===== config.mk =====
export PLATFORM = sky130hd
export DESIGN_NAME = c2dv_ctrl
export DESIGN_NICKNAME = d
export VERILOG_FILES = /design/src/sv/c2dv_pkg.sv /design/src/sv/c2dv_ctrl.sv
export SDC_FILE = /design/constraint.sdc
export NUM_CORES = 1
export LEC_CHECK = 0
export BUFFER_PORTS_ARGS = -buffer_cell sky130_fd_sc_hd__buf_4
export CAP_MARGIN = 15
export CORE_UTILIZATION = 36
export DETAILED_ROUTE_END_ITERATION = 7
export GPL_ROUTABILITY_DRIVEN = 0
export GPL_TIMING_DRIVEN = 0
export PLACE_DENSITY = 0.6
export SKIP_LAST_GASP = 1
export SYNTH_ARGS = -nofsm -noshare
export SYNTH_HDL_FRONTEND = slang
export SYNTH_SLANG_ARGS = --single-unit

===== constraint.sdc =====
create_clock -name clk -period 3.6 [get_ports clk]
set_clock_uncertainty 0.2 [all_clocks]
set_input_delay 1.08 -clock clk [delete_from_list [all_inputs] [get_ports clk]]
set_output_delay 1.08 -clock clk [all_outputs]
set_load 0.01 [all_outputs]

===== src/sv/c2dv_pkg.sv =====
package c2dv_pkg;

  // parameter defaults
  localparam int MAX_MAP_COLS_DEF = 64;
  localparam int MAX_KERNEL_DEF   = 5;

  // field and register widths
  localparam int DATA_W     = 16;
  localparam int DIM_W      = 11;
  localparam int MC_REG_W   = 7;
  localparam int K_REG_W    = 3;
  localparam int ROW_W      = 10;
  localparam int COL_W      = 6;
  localparam int CIDX_W     = 5;
  localparam int CFG_IDX_W  = 2;
  localparam int SLOT_W     = 4;
  localparam int FRAC_SHIFT = 12;
  localparam int MAX_MAP_ROWS = 1024;

  // register reset values
  localparam logic [DIM_W-1:0]    MAP_ROWS_RST    = DIM_W'(28);
  localparam logic [MC_REG_W-1:0] MAP_COLS_RST    = MC_REG_W'(28);
  localparam logic [K_REG_W-1:0]  KERNEL_ROWS_RST = K_REG_W'(5);
  localparam logic [K_REG_W-1:0]  KERNEL_COLS_RST = K_REG_W'(5);

  // configuration register indexes
  typedef enum logic [CFG_IDX_W-1:0] {
    CFG_MAP_ROWS,
    CFG_MAP_COLS,
    CFG_KERNEL_ROWS,
    CFG_KERNEL_COLS
  } cfg_reg_t;

  // input commands
  localparam logic CMD_COEF   = 1'b0;
  localparam logic CMD_SAMPLE = 1'b1;

  // one item as it travels down the pipeline
  typedef struct packed {
    logic                     smp;
    logic                     coef;
    logic                     emit;
    logic                     last;
    logic [ROW_W-1:0]         row;
    logic [COL_W-1:0]         col;
    logic [SLOT_W-1:0]        slot;
    logic [SLOT_W-1:0]        base;
    logic [CIDX_W-1:0]        cidx;
    logic signed [DATA_W-1:0] value;
  } item_t;

endpackage


===== src/sv/c2dv_ctrl.sv =====
module c2dv_ctrl #(
  parameter int MAX_MAP_COLS = c2dv_pkg::MAX_MAP_COLS_DEF,
  parameter int MAX_KERNEL   = c2dv_pkg::MAX_KERNEL_DEF
) (
  input  logic                                clk,
  input  logic                                rst_n,
  input  logic                                cfg_we,
  input  logic [c2dv_pkg::CFG_IDX_W-1:0]      cfg_index,
  input  logic [c2dv_pkg::DIM_W-1:0]          cfg_wdata,
  input  logic                                acc,
  input  logic                                cmd,
  input  logic signed [c2dv_pkg::DATA_W-1:0]  value,
  input  logic [c2dv_pkg::CIDX_W-1:0]         coef_index,
  output c2dv_pkg::item_t                     item,
  output logic [$clog2(MAX_MAP_COLS)-1:0]     col_addr,
  output logic [$clog2(MAX_KERNEL+1)-1:0]     kr,
  output logic [$clog2(MAX_KERNEL+1)-1:0]     kc
);

  localparam int AW = $clog2(MAX_MAP_COLS);
  localparam int KW = $clog2(MAX_KERNEL + 1);
  localparam int DW = c2dv_pkg::DIM_W;
  localparam int BW = c2dv_pkg::SLOT_W + 1;

  logic [DW-1:0]                   map_rows_r;
  logic [c2dv_pkg::MC_REG_W-1:0]   map_cols_r;
  logic [c2dv_pkg::K_REG_W-1:0]    kernel_rows_r;
  logic [c2dv_pkg::K_REG_W-1:0]    kernel_cols_r;
  logic [c2dv_pkg::ROW_W-1:0]      row_r, row_nxt;
  logic [AW-1:0]                   col_r, col_nxt;
  logic [c2dv_pkg::SLOT_W-1:0]     slot_r, slot_nxt;

  logic [DW-1:0] mr, mc, r_ext, c_ext, r1, c1, row0, col0;
  logic          in_range, c_last, r_last, smp_acc;
  logic [BW-1:0] base_sum;

  // configuration registers
  always_ff @(posedge clk) begin
    if (!rst_n) begin
      map_rows_r    <= c2dv_pkg::MAP_ROWS_RST;
      map_cols_r    <= c2dv_pkg::MAP_COLS_RST;
      kernel_rows_r <= c2dv_pkg::KERNEL_ROWS_RST;
      kernel_cols_r <= c2dv_pkg::KERNEL_COLS_RST;
    end else if (cfg_we) begin
      unique case (c2dv_pkg::cfg_reg_t'(cfg_index))
        c2dv_pkg::CFG_MAP_ROWS:    map_rows_r    <= cfg_wdata;
        c2dv_pkg::CFG_MAP_COLS:    map_cols_r    <= cfg_wdata[c2dv_pkg::MC_REG_W-1:0];
        c2dv_pkg::CFG_KERNEL_ROWS: kernel_rows_r <= cfg_wdata[c2dv_pkg::K_REG_W-1:0];
        c2dv_pkg::CFG_KERNEL_COLS: kernel_cols_r <= cfg_wdata[c2dv_pkg::K_REG_W-1:0];
        default: ;
      endcase
    end
  end

  // clamped sizes
  always_comb begin
    mr = (map_rows_r == '0) ? DW'(1) :
         (map_rows_r > DW'(c2dv_pkg::MAX_MAP_ROWS)) ? DW'(c2dv_pkg::MAX_MAP_ROWS) : map_rows_r;
    mc = (map_cols_r == '0) ? DW'(1) :
         (int'(map_cols_r) > MAX_MAP_COLS) ? DW'(MAX_MAP_COLS) : DW'(map_cols_r);
    kr = (kernel_rows_r == '0) ? KW'(1) :
         (int'(kernel_rows_r) > MAX_KERNEL) ? KW'(MAX_KERNEL) : KW'(kernel_rows_r);
    kc = (kernel_cols_r == '0) ? KW'(1) :
         (int'(kernel_cols_r) > MAX_KERNEL) ? KW'(MAX_KERNEL) : KW'(kernel_cols_r);
  end

  // position decode and next counters
  always_comb begin
    smp_acc  = acc && (cmd == c2dv_pkg::CMD_SAMPLE);
    r_ext    = DW'(row_r);
    c_ext    = DW'(col_r);
    r1       = r_ext + DW'(1);
    c1       = c_ext + DW'(1);
    in_range = (r_ext < mr) && (c_ext < mc);
    c_last   = (c1 >= mc);
    r_last   = (r1 >= mr);
    row0     = r1 - DW'(kr);
    col0     = c1 - DW'(kc);
    base_sum = BW'(slot_r) + BW'(MAX_KERNEL + 1) - BW'(kr);

    col_nxt  = c_last ? '0 : AW'(c1);
    row_nxt  = row_r;
    slot_nxt = slot_r;
    if (c_last) begin
      if (r_last) begin
        row_nxt  = '0;
        slot_nxt = '0;
      end else begin
        row_nxt  = c2dv_pkg::ROW_W'(r1);
        slot_nxt = (slot_r == c2dv_pkg::SLOT_W'(MAX_KERNEL - 1)) ? '0 :
                   slot_r + c2dv_pkg::SLOT_W'(1);
      end
    end
  end

  // item handed to the line buffer
  always_comb begin
    item.smp   = smp_acc;
    item.coef  = acc && (cmd == c2dv_pkg::CMD_COEF);
    item.emit  = in_range && (r1 >= DW'(kr)) && (c1 >= DW'(kc));
    item.last  = c_last && r_last;
    item.row   = row0[c2dv_pkg::ROW_W-1:0];
    item.col   = col0[c2dv_pkg::COL_W-1:0];
    item.slot  = slot_r;
    item.base  = (int'(base_sum) >= MAX_KERNEL) ? c2dv_pkg::SLOT_W'(base_sum - BW'(MAX_KERNEL))
                                                : c2dv_pkg::SLOT_W'(base_sum);
    item.cidx  = coef_index;
    item.value = value;
    col_addr   = col_r;
  end

  // raster counters
  always_ff @(posedge clk) begin
    if (!rst_n) begin
      row_r  <= '0;
      col_r  <= '0;
      slot_r <= '0;
    end else if (smp_acc) begin
      row_r  <= row_nxt;
      col_r  <= col_nxt;
      slot_r <= slot_nxt;
    end
  end

  // line slot follows the row count modulo MAX_KERNEL
  a_slot_row0: assert property (@(posedge clk) disable iff (!rst_n)
    (row_r == '0) |-> (slot_r == '0))
    else $error("line slot out of step with row counter");

  a_slot_range: assert property (@(posedge clk) disable iff (!rst_n)
    smp_acc |=> (int'(slot_r) < MAX_KERNEL))
    else $error("line slot beyond kernel height");

endmodule


==> results.json <==
{
  "status": "finished with violations",
  "failed_checks": "negative setup slack",
  "start_util_pct": 37.3,
  "cts_tree": "built",
  "io_buffers": 77,
  "antenna_found_initial": 0,
  "required_ns": 2.32,
  "worst_pin_slew_ns": 0.552,
  "avgViaCountPerCell": 5.11,
  "grt_pass1_vias": 3612,
  "core_um2": 10400,
  "via_count": 3772,
  "leakage_nw": 2.48,
  "power.density_nw_per_um2": 229,
  "hpwl_um": 8150,
  "grt_pass1_wl_um": 17200,
  "gr-total-overflow": 0,
  "drv_cap": 0,
  "synthesis.area_um2": 3890,
  "postPlaceCellArea_um2": 4650,
  "drt_iter0_drc": 113,
  "cp_slowest_cell": "fa_2",
  "synth-edff-count": 0,
  "r2r_slack_ns": 0.30,
  "cts_sinks": 44,
  "drc": 0,
  "cp-end-kind": "output port",
  "synth_cells": 496,
  "critPathMaxFanout": 4,
  "min_from": "map_rows_r[1]",
  "regToRegEndpoint": "row_r[7]",
  "critPathArrivalTime_ns": 2.79,
  "yosysWarningCount": 0,
  "max-slew-margin-rel_pct": 63.2,
  "synth.largest_area_cell": "dfxtp_1",
  "r2r_start": "row_r[0]",
  "whs_endpoint": "map_rows_r[1]",
  "wl_per_cell_um": 14.2,
  "synthFlopType": "dfxtp_1",
  "async_flop_share_pct": 0,
  "die_h_um": 106,
  "pin_count": 100,
  "ys_ff_latch": 44,
  "clock_tree.root_cell": "clkbuf_8",
  "min_period_over_period_pct": 113,
  "max_stage_delay_ns": 0.39,
  "clk_path_buf_depth": 2,
  "num-fill-cells": 1019,
  "rsz0062_at_grt": "yes",
  "min_path_cells": 2,
  "grt_usage_pct": 18.9,
  "drive_gt1_share_pct": 35.5,
  "final_area_um2": 5190,
  "ctsHoldBuffers": 0,
  "path_cells": "nand2b_4 -> a21o_1 -> ha_2 -> inv_2 -> ha_4 -> fa_2 -> and2_4 -> a221o_1 -> and3_4 -> mux2_4 -> buf_6",
  "hold_ws_ns": 0.292,
  "p_total_mw": 1.19,
  "ir_drop_mv": 0.162,
  "htreeDepth": 2,
  "synth_common_cells": "nand2_1 (77), ha_1 (51), dfxtp_1 (44)",
  "finalWirelength_um": 10500,
  "clock_latency_ns": 0.30,
  "ys_seq_area_share_pct": 22.7,
  "cts_buffers": 5,
  "worstSetupPathType": "register to output port",
  "synth_nets": 588,
  "cp-startpoint": "kernel_rows_r[2]",
  "final-hold-violation-count": 0,
  "period_minus_slack_ns": 4.07,
  "nNetsFinal": 693,
  "setup_violations": 11,
  "syn_area_per_cell_um2": 7.84,
  "yosysMostFrequentCell": "nand2_1",
  "dr.pass1.iters": 4,
  "fmax_mhz": 245,
  "rr_worst_depth": 13,
  "synth_cell_type_count": 63,
  "area_delta_synth_final_pct": 33.6,
  "num_rows": 37,
  "die_w_um": 106,
  "fin_ws_ns": -0.474,
  "die-area_um2": 11200,
  "n_antenna_cell": 0,
  "grt_max_degree": 15,
  "clk_transition_reported_paths_ns": 0.09,
  "synth_top_area_share_pct": 22.7,
  "finalMaxSlewViolations": 0,
  "hp-class": "register to register",
  "critPathLaunchType": "register",
  "synth.area.top_cells": "dfxtp_1 (23%), ha_1 (16%), nand2_1 (7.4%)",
  "final_antenna_net_count": 0
}
==> worst max-delay path, delay by kind of cell, from the launching register on <==
family | cells | cell delay [ns]
fa+ha+maj | 3 | 0.72
compound gates | 2 | 0.45
flops | 1 | 0.36
simple gates | 3 | 0.50
mux | 1 | 0.30
buf+inv | 2 | 0.16
==> stage by stage <==
step	utilization [%]	setup TNS [ns]	setup WS [ns]	cells
finish	49.9	-3.25	-0.474	738
global route	49.9	-4.94	-0.585	738
global placement	44.7	-1.55	-0.488	709
CTS	48.2	-3.56	-0.495	730
detailed placement	44.7	-1.62	-0.463	709
floorplan	-	-0.0251	-0.0251	496
==> sequential cells by signal, indices dropped and copies added, names as in the netlist <==
signal	flops
kernel_rows_r	3
map_rows_r	11
slot_r	4
col_addr	6
map_cols_r	7
row_r	10
kernel_cols_r	3
==> metal layers <==
layer	track usage, %	wire (µm)	vias up
li1	-	-	1909
met1	25.0	4800	1731
met2	31.4	4940	118
met3	2.94	526	14
met4	6.05	195	0
met5	0	0	-
==> power by group <==
group,switching [mW],total [mW],internal [mW],leakage (nW)
Clock,0.178,0.334,0.156,0.0434
Sequential,0.0122,0.510,0.497,0.363
Combinational,0.174,0.348,0.174,2.07
Total,0.364,1.19,0.827,2.48
==> worst max-delay path by stage <==
| stage | endpoint | depth (start not counted) |
|---|---|---|
| final | item[22] | 11 |
| after global routing | item[45] | 12 |
| after CTS | item[45] | 12 |
| after detailed placement | item[45] | 12 |
| after global placement | item[45] | 12 |
| after floorplan | item[23] | 11 |
==> placed cells by master, fill, tap and decap left out, types with 4 or more instances in the layout <==
cell / count
a21oi_1: 30
buf_4: 118
nand2b_1: 4
or4_1: 4
ha_4: 4
mux2i_1: 12
nand3_1: 20
o211ai_1: 4
ha_1: 44
dfxtp_2: 9
nor2_1: 25
clkbuf_8: 8
buf_6: 9
nor3_1: 10
nor2b_1: 4
inv_2: 6
nor4_1: 4
dfxtp_1: 30
xnor2_1: 14
clkbuf_1: 8
a21oi_2: 4
xor2_1: 10
a31oi_1: 4
o21a_1: 6
nand2_1: 73
inv_1: 27
and3_1: 7
nor2_2: 4
or3_1: 5
o21ai_0: 8
dfxtp_4: 5
==> final cells by class <==
cell class                      count  area [µm²]  area share, %
Tap cell                          136         170           3.28
Buffer                             42         308           5.93
Timing Repair Buffer               98         751           14.5
Clock inverter                      2        15.0          0.289
Clock buffer                        6        82.6           1.59
Sequential cell                    44         911           17.5
Multi-Input combinational cell    375        2820           54.3
Inverter                           35         134           2.58
==> cells by family (layout without fill, tap and decap cells) <==
kind of cell | count (synthesis) | after routing | share of synthesized area (%)
compound gates | 83 | 83 | 13.8
xor+xnor | 28 | 28 | 6.31
fa+ha+maj | 54 | 54 | 17.7
buf+inv | 77 | 183 | 10.9
flops | 44 | 44 | 22.7
mux | 13 | 13 | 3.38
simple gates | 197 | 197 | 25.2
==> repair_timing <==
action                     CTS  global route
gates resized for setup     50            31
pin swaps                   13            15
setup buffers               13             8
setup endpoints to repair   17            14
No activity file was read; power rests on OpenSTA's default activity.
